File: src/sv/fbct_pkg.sv
// Package with the shared types, codes and constants of the focus and break countdown timer.
`timescale 1ns / 1ps

package fbct_pkg;

    localparam int TIME_W = 32;
    localparam int DUR_W  = 23;
    localparam int MIN_W  = 7;
    localparam int SEC_W  = 6;
    localparam int TOT_W  = 13;

    localparam logic [DUR_W-1:0]  DUR_MAX     = 23'd5999000;
    localparam logic [DUR_W-1:0]  FOCUS_RESET = 23'd1500000;
    localparam logic [DUR_W-1:0]  BREAK_RESET = 23'd300000;
    localparam logic [TIME_W-1:0] HOLD_MS     = 32'd1000;

    // Rounding offset and reciprocals for the divisions by 1000 and by 60.
    localparam logic [23:0] ROUND_UP   = 24'd999;
    localparam logic [23:0] RECIP_1000 = 24'd8589935;
    localparam int          SHIFT_1000 = 33;
    localparam logic [13:0] RECIP_60   = 14'd8739;
    localparam int          SHIFT_60   = 19;

    localparam logic [1:0] MODE_BEGIN  = 2'd0;
    localparam logic [1:0] MODE_UPDATE = 2'd1;
    localparam logic [1:0] MODE_PAUSE  = 2'd2;
    localparam logic [1:0] MODE_RESET  = 2'd3;

    localparam logic REG_FOCUS = 1'b0;
    localparam logic REG_BREAK = 1'b1;

    typedef struct packed {
        logic [1:0]        mode;
        logic [TIME_W-1:0] now_ms;
    } evt_t;

    typedef struct packed {
        logic [DUR_W-1:0] remaining_ms;
        logic [MIN_W-1:0] minutes;
        logic [SEC_W-1:0] seconds;
        logic             in_break;
        logic             is_paused;
        logic             holding_zero;
    } res_t;

    typedef struct packed {
        logic [DUR_W-1:0] left_ms;
        logic             in_break;
        logic             is_paused;
        logic             holding_zero;
    } status_t;

    typedef struct packed {
        logic ld1;
        logic ld2;
        logic ld3;
    } conv_ctl_t;

endpackage

File: src/sv/fbct_core.sv
// Session state, duration registers and the per-event update of the countdown timer.
`timescale 1ns / 1ps

module fbct_core
    import fbct_pkg::*;
(
    input  logic             clk,
    input  logic             rst_n,
    input  evt_t             evt,
    input  logic             step,
    input  logic             wr_en,
    input  logic             wr_index,
    input  logic [DUR_W-1:0] wr_data,
    output status_t          status
);

    logic [DUR_W-1:0]  focus_reg, focus_next;
    logic [DUR_W-1:0]  break_len_reg, break_len_next;
    logic [TIME_W-1:0] start_reg, start_next;
    logic [TIME_W-1:0] pause_reg, pause_next;
    logic [TIME_W-1:0] end_reg, end_next;
    logic [DUR_W-1:0]  left_reg, left_next;
    logic              brk_reg, brk_next;
    logic              paused_reg, paused_next;
    logic              hold_reg, hold_next;

    logic [DUR_W-1:0]  wr_sat;
    logic [DUR_W-1:0]  dur;
    logic [DUR_W-1:0]  other_dur;
    logic [TIME_W-1:0] elapsed;
    logic [TIME_W-1:0] since_end;
    logic [TIME_W-1:0] span;
    logic              expired;

    assign wr_sat    = (wr_data > DUR_MAX) ? DUR_MAX : wr_data;
    assign dur       = brk_reg ? break_len_reg : focus_reg;
    assign other_dur = brk_reg ? focus_reg : break_len_reg;
    assign elapsed   = evt.now_ms - start_reg;
    assign since_end = evt.now_ms - end_reg;
    assign span      = evt.now_ms - pause_reg;
    assign expired   = elapsed >= {{(TIME_W-DUR_W){1'b0}}, dur};

    always_comb
    begin
        focus_next     = focus_reg;
        break_len_next = break_len_reg;
        if (wr_en)
        begin
            unique case (wr_index)
                REG_FOCUS: focus_next = wr_sat;
                REG_BREAK: break_len_next = wr_sat;
                default:   focus_next = focus_reg;
            endcase
        end
    end

    always_comb
    begin
        start_next  = start_reg;
        pause_next  = pause_reg;
        end_next    = end_reg;
        left_next   = left_reg;
        brk_next    = brk_reg;
        paused_next = paused_reg;
        hold_next   = hold_reg;
        unique case (evt.mode)
            MODE_BEGIN:
            begin
                start_next = evt.now_ms;
            end
            MODE_UPDATE:
            begin
                if (!paused_reg)
                begin
                    if (hold_reg)
                    begin
                        if (since_end >= HOLD_MS)
                        begin
                            brk_next   = !brk_reg;
                            start_next = evt.now_ms;
                            left_next  = other_dur;
                            hold_next  = 1'b0;
                        end
                    end
                    else if (expired)
                    begin
                        left_next = '0;
                        end_next  = evt.now_ms;
                        hold_next = 1'b1;
                    end
                    else
                    begin
                        left_next = dur - elapsed[DUR_W-1:0];
                    end
                end
            end
            MODE_PAUSE:
            begin
                if (!paused_reg)
                begin
                    pause_next  = evt.now_ms;
                    paused_next = 1'b1;
                end
                else
                begin
                    start_next = start_reg + span;
                    if (hold_reg)
                    begin
                        end_next = end_reg + span;
                    end
                    paused_next = 1'b0;
                end
            end
            MODE_RESET:
            begin
                start_next = evt.now_ms;
                if (paused_reg)
                begin
                    pause_next = evt.now_ms;
                    left_next  = dur;
                end
                end_next  = '0;
                hold_next = 1'b0;
            end
            default:
            begin
                start_next = start_reg;
            end
        endcase
    end

    assign status.left_ms      = left_next;
    assign status.in_break     = brk_next;
    assign status.is_paused    = paused_next;
    assign status.holding_zero = hold_next;

    always_ff @(posedge clk or negedge rst_n)
    begin
        if (!rst_n)
        begin
            focus_reg     <= FOCUS_RESET;
            break_len_reg <= BREAK_RESET;
            start_reg     <= '0;
            pause_reg     <= '0;
            end_reg       <= '0;
            left_reg      <= '0;
            brk_reg       <= 1'b0;
            paused_reg    <= 1'b0;
            hold_reg      <= 1'b0;
        end
        else
        begin
            focus_reg     <= focus_next;
            break_len_reg <= break_len_next;
            if (step)
            begin
                start_reg  <= start_next;
                pause_reg  <= pause_next;
                end_reg    <= end_next;
                left_reg   <= left_next;
                brk_reg    <= brk_next;
                paused_reg <= paused_next;
                hold_reg   <= hold_next;
            end
        end
    end

endmodule

File: src/sv/fbct_conv.sv
// Conversion of the remaining time into rounded minutes and seconds over registered stages.
`timescale 1ns / 1ps

module fbct_conv
    import fbct_pkg::*;
(
    input  logic      clk,
    input  conv_ctl_t ctl,
    input  status_t   status,
    output res_t      res
);

    status_t          st1_reg;
    status_t          st2_reg;
    logic [TOT_W-1:0] tot_reg;
    res_t             res_reg;

    logic [23:0]      rounded;
    logic [47:0]      prod_1000;
    logic [TOT_W-1:0] tot_next;
    logic [26:0]      prod_60;
    logic [MIN_W-1:0] min_val;
    logic [TOT_W-1:0] min_x60;
    logic [TOT_W-1:0] sec_full;

    assign rounded   = {1'b0, st1_reg.left_ms} + ROUND_UP;
    assign prod_1000 = rounded * RECIP_1000;
    assign tot_next  = prod_1000[SHIFT_1000 +: TOT_W];

    assign prod_60  = tot_reg * RECIP_60;
    assign min_val  = prod_60[SHIFT_60 +: MIN_W];
    assign min_x60  = {min_val, 6'b0} - {4'b0, min_val, 2'b0};
    assign sec_full = tot_reg - min_x60;

    always_ff @(posedge clk)
    begin
        if (ctl.ld1)
        begin
            st1_reg <= status;
        end
        if (ctl.ld2)
        begin
            st2_reg <= st1_reg;
            tot_reg <= tot_next;
        end
        if (ctl.ld3)
        begin
            res_reg.remaining_ms <= st2_reg.left_ms;
            res_reg.minutes      <= min_val;
            res_reg.seconds      <= sec_full[SEC_W-1:0];
            res_reg.in_break     <= st2_reg.in_break;
            res_reg.is_paused    <= st2_reg.is_paused;
            res_reg.holding_zero <= st2_reg.holding_zero;
        end
    end

    assign res = res_reg;

endmodule

File: src/sv/focus_break_countdown_timer_top.sv
// Top level of the focus and break countdown timer with its four-stage transfer pipeline.
// An accepted event moves in order through the event, status, seconds and result registers.
// Throughput: one event per cycle unless stalled; 32-bit subtracts and compares update state.
// The divisions by 1000 and 60 are reciprocal multiplications in two later stages.
// Reset clears the session state, the pipeline valid bits and restores the default durations.
`timescale 1ns / 1ps

module focus_break_countdown_timer_top
    import fbct_pkg::*;
(
    input  logic             clk,
    input  logic             rst_n,
    input  logic             evt_valid,
    output logic             evt_ready,
    input  evt_t             evt_data,
    output logic             res_valid,
    input  logic             res_ready,
    output res_t             res_data,
    input  logic             wr_en,
    input  logic             wr_index,
    input  logic [DUR_W-1:0] wr_data
);

    evt_t      evt_reg;
    logic      v0_reg, v0_next;
    logic      v1_reg, v1_next;
    logic      v2_reg, v2_next;
    logic      v3_reg, v3_next;
    logic      adv1, adv2, adv3;
    logic      step;
    status_t   status;
    conv_ctl_t ctl;

    assign adv3      = !v3_reg || res_ready;
    assign adv2      = !v2_reg || adv3;
    assign adv1      = !v1_reg || adv2;
    assign evt_ready = !v0_reg || adv1;
    assign step      = v0_reg && adv1;

    assign ctl.ld1 = step;
    assign ctl.ld2 = v1_reg && adv2;
    assign ctl.ld3 = v2_reg && adv3;

    assign v0_next = evt_ready ? evt_valid : v0_reg;
    assign v1_next = adv1 ? v0_reg : v1_reg;
    assign v2_next = adv2 ? v1_reg : v2_reg;
    assign v3_next = adv3 ? v2_reg : v3_reg;

    always_ff @(posedge clk or negedge rst_n)
    begin
        if (!rst_n)
        begin
            v0_reg <= 1'b0;
            v1_reg <= 1'b0;
            v2_reg <= 1'b0;
            v3_reg <= 1'b0;
        end
        else
        begin
            v0_reg <= v0_next;
            v1_reg <= v1_next;
            v2_reg <= v2_next;
            v3_reg <= v3_next;
        end
    end

    always_ff @(posedge clk)
    begin
        if (evt_valid && evt_ready)
        begin
            evt_reg <= evt_data;
        end
    end

    fbct_core u_core (
        .clk      (clk),
        .rst_n    (rst_n),
        .evt      (evt_reg),
        .step     (step),
        .wr_en    (wr_en),
        .wr_index (wr_index),
        .wr_data  (wr_data),
        .status   (status)
    );

    fbct_conv u_conv (
        .clk    (clk),
        .ctl    (ctl),
        .status (status),
        .res    (res_data)
    );

    assign res_valid = v3_reg;

endmodule

File: config.mk
export PLATFORM = sky130hd
export DESIGN_NAME = focus_break_countdown_timer_top
export DESIGN_NICKNAME = d
export VERILOG_FILES = /design/src/sv/fbct_pkg.sv /design/src/sv/fbct_core.sv /design/src/sv/fbct_conv.sv /design/src/sv/focus_break_countdown_timer_top.sv
export SDC_FILE = /design/constraint.sdc
export NUM_CORES = 1
export LEC_CHECK = 0
export BUFFER_PORTS_ARGS = -buffer_cell sky130_fd_sc_hd__buf_2
export CAP_MARGIN = 20
export CORE_ASPECT_RATIO = 2
export CORE_MARGIN = 1
export CORE_UTILIZATION = 50
export DETAILED_ROUTE_END_ITERATION = 8
export PLACE_DENSITY = 0.68
export SLEW_MARGIN = 20
export SYNTH_ARGS = -nofsm -noshare
export SYNTH_HDL_FRONTEND = slang
export SYNTH_SLANG_ARGS = --single-unit
File: constraint.sdc
create_clock -name clk -period 13.3 [get_ports clk]
set_input_delay 2.66 -clock clk [delete_from_list [all_inputs] [get_ports clk]]
set_output_delay 2.66 -clock clk [all_outputs]
set_load 0.01 [all_outputs]
==> results of run 1 <==
metrics by stage:
step / setup slack (ps) / cells / cell area, µm² / utilization / hold slack (ps)
after global placement: 3690 / 4628 / 35100 / 0.531 / 403
after global routing: 2910 / 4692 / 36200 / 0.549 / 428
after floorplan: 4510 / 3708 / 33500 / - / 400
after CTS: 3460 / 4692 / 36200 / 0.549 / 421
final: 3400 / 4692 / 36200 / 0.549 / 417
after detailed placement: 3480 / 4628 / 35100 / 0.531 / 406
cell usage in the layout (no fill, tap or decap), types with 11 or more instances in the layout:
master,count
a211oi_1,29
a21o_1,96
a21oi_1,203
a31oi_1,37
and2_1,21
and3_1,37
buf_2,102
buf_4,33
clkbuf_16,38
dfrtp_1,153
dfstp_2,18
edfxtp_1,138
fa_1,188
ha_1,507
inv_1,616
mux2_2,43
mux2i_1,22
nand2_1,297
nand2b_1,45
nand3_1,53
nand4_1,28
nor2_1,157
nor2b_1,21
nor3_1,49
nor4_1,13
o211ai_1,31
o21a_1,32
o21ai_0,246
o21bai_1,24
o221ai_1,15
o22ai_1,56
o31ai_1,11
or2_2,16
or3_1,20
xnor2_1,142
xor2_1,79
Yosys cell counts, types with 13 or more instances:
cell	count
nand2b_1	46
dfrtp_1	154
nor2_1	157
nand4_1	28
o221ai_1	15
a31oi_1	37
nor4_1	13
fa_1	188
nand2_1	297
inv_1	616
nand3_1	53
o22ai_1	56
mux2i_1	22
o21a_1	32
and3_1	37
mux2_2	43
nor3_1	49
ha_1	507
a21oi_1	204
o21ai_0	246
clkbuf_1	81
o21bai_1	24
xnor2_1	142
or3_1	20
and2_1	23
dfstp_2	18
or2_2	16
nor2b_1	22
edfxtp_1	138
a211oi_1	29
o211ai_1	31
xor2_1	79
a21o_1	96
per-layer routing:
| metal | GRT usage | vias to the layer above | share of wire |
|---|---|---|---|
| li1 | - | 12962 | - |
| met4 | 0.258 | 2 | 0.10 |
| met3 | 0.0311 | 353 | 0.033 |
| met5 | 0 | - | 0.00013 |
| met1 | 0.260 | 12858 | 0.32 |
| met2 | 0.565 | 703 | 0.54 |
final cells by class:
type	instances	area (µm²)	share of cell area
flip-flops and latches	310	8470	0.234
inverters	621	2330	0.0643
clock inverters	14	144	0.00397
clock buffers	50	1040	0.0286
repair buffers	136	769	0.0212
well taps	877	1100	0.0303
multi-input cells	2684	22400	0.618
worst min-delay path by stage:
stage                            start                end  depth (start not counted)
floorplan            u_conv.st2_reg[0]      u_conv.res[0]                          0
global placement     u_conv.st1_reg[2]  u_conv.st2_reg[2]                          0
detailed placement  u_conv.st2_reg[11]     u_conv.res[24]                          0
CTS                 u_conv.st2_reg[13]     u_conv.res[26]                          0
global route        u_conv.st2_reg[17]     u_conv.res[30]                          0
finish              u_conv.st2_reg[13]     u_conv.res[26]                          0
critical path: cells and delay by family (launching register included):
kind	cells	cell delay (ps)
XOR/XNOR	3	1020
buffers and inverters	6	950
AND/OR/NAND/NOR	9	2090
flip-flops	1	430
adder cells (fa/ha/maj)	8	3410
AO/OA/AOI/OAI	8	1760
cells by family (layout without fill, tap and decap cells):
family | Yosys count | count (layout) | synth area share
compound gates | 896 | 896 | 0.170
xor+xnor | 221 | 221 | 0.0578
fa+ha+maj | 696 | 696 | 0.302
buf+inv | 714 | 821 | 0.0804
flops | 310 | 310 | 0.253
mux | 65 | 65 | 0.0210
simple gates | 806 | 806 | 0.116
==> impl_metrics.tcl, run 1 <==
set metrics [dict create \
    drtPass1Iterations 5 \
    numCtsBuffers 35 \
    area_growth_pct 8.15 \
    hold_class "reg2reg" \
    grt_pass1_wl_mm 151 \
    synth_top_area_frac 0.189 \
    drive_gt1_frac 0.0784 \
    post-dp-hpwl_mm 79.8 \
    fp.dieH_um 368 \
    critPathRequiredTime_ps 13620 \
    yosysWarnings 0 \
    slowest_delay_ps 670 \
    clock_latency_ps 570 \
    antenna_found_initial 1 \
    diodes 0 \
    ys.flop_type "dfrtp_1" \
    syn_nets 4466 \
    nets 4546 \
    grt_max_degree 68 \
    die_width_um 185 \
    htreeDepth 2 \
    r2r.worst_path.cells 34 \
    grt_pass1_vias 28003 \
    max_freq_mhz 101 \
    die_area_um2 68100 \
    setup_viol 0 \
    drc 0 \
    crit_end "u_conv.tot_reg[6]" \
    row_count 133 \
    worstPathArrival_ps 10220 \
    worstSetupStartpoint "u_conv.st1_reg[3]" \
    wire_per_inst_um 20.7 \
    globalRouteOverflowTotal 0 \
    grtUsageTotal 0.293 \
    yosysTopAreaCell "ha_1" \
    cp_slowest_cell "xor2_1" \
    cts-root-buf "clkbuf_16" \
    rsz0062_at_grt "no" \
    yosysUniqueCellTypes 92 \
    slew_headroom 0.207 \
    timing.final.crit_share 0.744 \
    largest_reg_flops 39 \
    worstReg2RegEnd "u_conv.tot_reg[6]" \
    finalSetupTns_ps 0 \
    ys_async_sr_fraction 0.555 \
    fin_skew_ps 26.8 \
    reg2reg_slack_ps 3400 \
    startpoint_type "flop" \
    path_max_fanout 9 \
    hold_viol 0 \
    r2r-start "u_conv.st1_reg[3]" \
    synth_area_per_cell_um2 9.04 \
    cts_tree "yes" \
    core_area_um2 66100 \
    cap_viol_max_count 0 \
    viasPerCell 5.73 \
    period_minus_slack_ps 9900 \
    syn_area_um2 33500 \
    end_kind "flop" \
    clk_pin_slew_ps 60 \
    cts_resized 0 \
    synthCells 3708 \
    slew_viol_final 0 \
    drtIter0Drc 1389 \
    drt_wl_total_mm 97.2 \
    pin_count 104 \
    vias 26878 \
    critPathKind "reg2reg" \
    tightest_slew_ps 1190 \
    post-cts-setup-buffers 0 \
    outcome "completed" \
    start_util 0.507 \
    synthTopCellsByArea "ha_1 (19%), edfxtp_1 (12%), dfrtp_1 (11%)" \
    gp_congestion 1.05 \
    ctsHoldBuffers 0 \
    ys_seq_area_frac 0.253 \
    drtAntennaViolNets 0 \
    cts_sinks 310 \
    port_buffers 103 \
    synth_edf_count 138 \
    synth.ff_latch_count 310 \
    nFillCells 6146 \
    cts_buffer_depth 3 \
]
Power of run 1 is not shown: default switching activity piles up to over one toggle a cycle in this logic, so the estimate is an artifact.
==> inputs of run 2 (changes only) <==
Clock period 13.3 ns to 10.3 ns, I/O delays scaled along.
==> impl_metrics.tcl, run 2 (same netlist as run 1, synthesis figures left out) <==
set metrics [dict create \
    period_minus_slack_ps 9570 \
    tightest_slew_ps 1180 \
    max_freq_mhz 105 \
    globalRouteOverflowTotal 0 \
    crit_buf_inv 10 \
    grt_use_met3 0.0337 \
    final_core_util 0.548 \
    hold_class "reg2reg" \
    end_kind "flop" \
    cts-root-buf "clkbuf_16" \
    post-dp-hpwl_mm 80.4 \
    critPathRequiredTime_ps 10620 \
    setup_viol 0 \
    drt_wl_total_mm 98.1 \
    htreeDepth 2 \
    met1_usage 0.264 \
    gr-usage-met2 0.567 \
    ctsHoldBuffers 0 \
    grtUsageTotal 0.295 \
    drc 0 \
    slew_viol_final 0 \
    startpoint_type "flop" \
    cp_slowest_cell "fa_1" \
    nFillCells 6191 \
    rsz0062_at_grt "no" \
    die_area_um2 68100 \
    grt_pass1_vias 28266 \
    post-cts-setup-buffers 0 \
    grt_max_degree 68 \
    die_width_um 185 \
    drtIter0Drc 1361 \
    fin_skew_ps 31.7 \
    drtAntennaViolNets 0 \
    nets 4558 \
    slowest_delay_ps 550 \
    slew_headroom 0.201 \
    worst_path_most_repeated_cell "inv_1" \
    cts_buffer_depth 3 \
    fp.dieH_um 368 \
    start_util 0.507 \
    viasPerCell 5.73 \
    wire_per_inst_um 20.9 \
    grt_pass1_wl_mm 152 \
    clk_pin_slew_ps 60 \
    core_area_um2 66100 \
    critPathKind "reg2reg" \
    vias 26970 \
    worstPathArrival_ps 9890 \
    layout_common_cells "inv_1 (616), ha_1 (507), nand2_1 (297), o21ai_0 (246), a21oi_1 (203)" \
    gp_congestion 1.03 \
    numCtsBuffers 34 \
    layout_commonest_cell "inv_1" \
    drive_gt1_frac 0.0805 \
    cts_resized 0 \
    area_growth_pct 8.13 \
    path_max_fanout 9 \
    drtPass1Iterations 5 \
    row_count 133 \
    antenna_found_initial 0 \
    clock_latency_ps 570 \
    pin_count 104 \
    hold_viol 0 \
    critical-path-top-delay-family "adder cells" \
    largest_reg_flops 39 \
    port_buffers 103 \
    top_usage_layer "met2" \
    cts_sinks 310 \
    finalSetupTns_ps 0 \
    outcome "completed" \
    cts_tree "yes" \
    timing.final.crit_share 0.929 \
    cap_viol_max_count 0 \
]
## run 2: cell count changes in the layout (fill, tap and decap cells not counted), moves of 3 or more
cell and change:
buf_4 +13, clkbuf_1 -3, clkbuf_16 -3, clkbuf_8 -3
clkinv_1 +4, clkinvlp_4 +3
## run 2: through the flow
stage / hold WS, ps / cell area (µm²) / instances / setup slack [ps]
6_report: 418 / 36200 / 4703 / 731
3_3_place_gp: 401 / 35200 / 4641 / 996
2_1_floorplan: 400 / 33500 / 3708 / 1510
5_1_grt: 428 / 36200 / 4702 / 309
3_5_place_dp: 405 / 35200 / 4641 / 787
4_1_cts: 419 / 36200 / 4702 / 804
## run 2: per-layer routing
layer / vias to the layer above / wire length [µm]
met2: 665 / 53000
li1: 12990 / -
met4: 0 / 9870
met1: 12952 / 32400
met3: 363 / 2940
met5: - / 0
## run 2: path summary, 6_finish.rpt
| check | start | end | slack [ps] | depth (start not counted) |
|---|---|---|---|---|
| worst max-delay path | u_conv.st1_reg[3] | u_conv.tot_reg[6] | 730 | 37 |
| worst min-delay path | u_conv.st1_reg[0] | u_conv.st2_reg[0] | 420 | 0 |
| worst max register to register | u_conv.st1_reg[3] | u_conv.tot_reg[6] | 730 | 37 |
| worst min register to register | u_conv.st1_reg[0] | u_conv.st2_reg[0] | 420 | 0 |
| max in group asynchronous | rst_n | u_core.end_reg[0] | 7500 | 2 |
| min in group asynchronous | rst_n | u_core.pause_reg[30] | 1450 | 1 |
## run 2: worst register-to-register path: cells and delay by family (launching register included)
kind | cells | cell delay, ps
and+or+nand+nor | 8 | 1500
AOI/OAI and AO/OA | 8 | 1840
xor gates and xnor gates | 2 | 490
DFF | 1 | 450
buffers and inverters | 10 | 1300
adders and majority gates | 9 | 3760
## run 2: area by class of cell
cell class | count | area [µm²] | area share
multi-input combinational | 2684 | 22400 | 0.618
clock inverter | 20 | 165 | 0.00456
sequential | 310 | 8470 | 0.234
timing repair buffer | 149 | 867 | 0.0239
inverter | 621 | 2330 | 0.0643
antenna | 1 | 2.50 | 0.0000691
clock buffer | 41 | 908 | 0.0251
tap | 877 | 1100 | 0.0303
Power of run 2 is left out for the same reason.
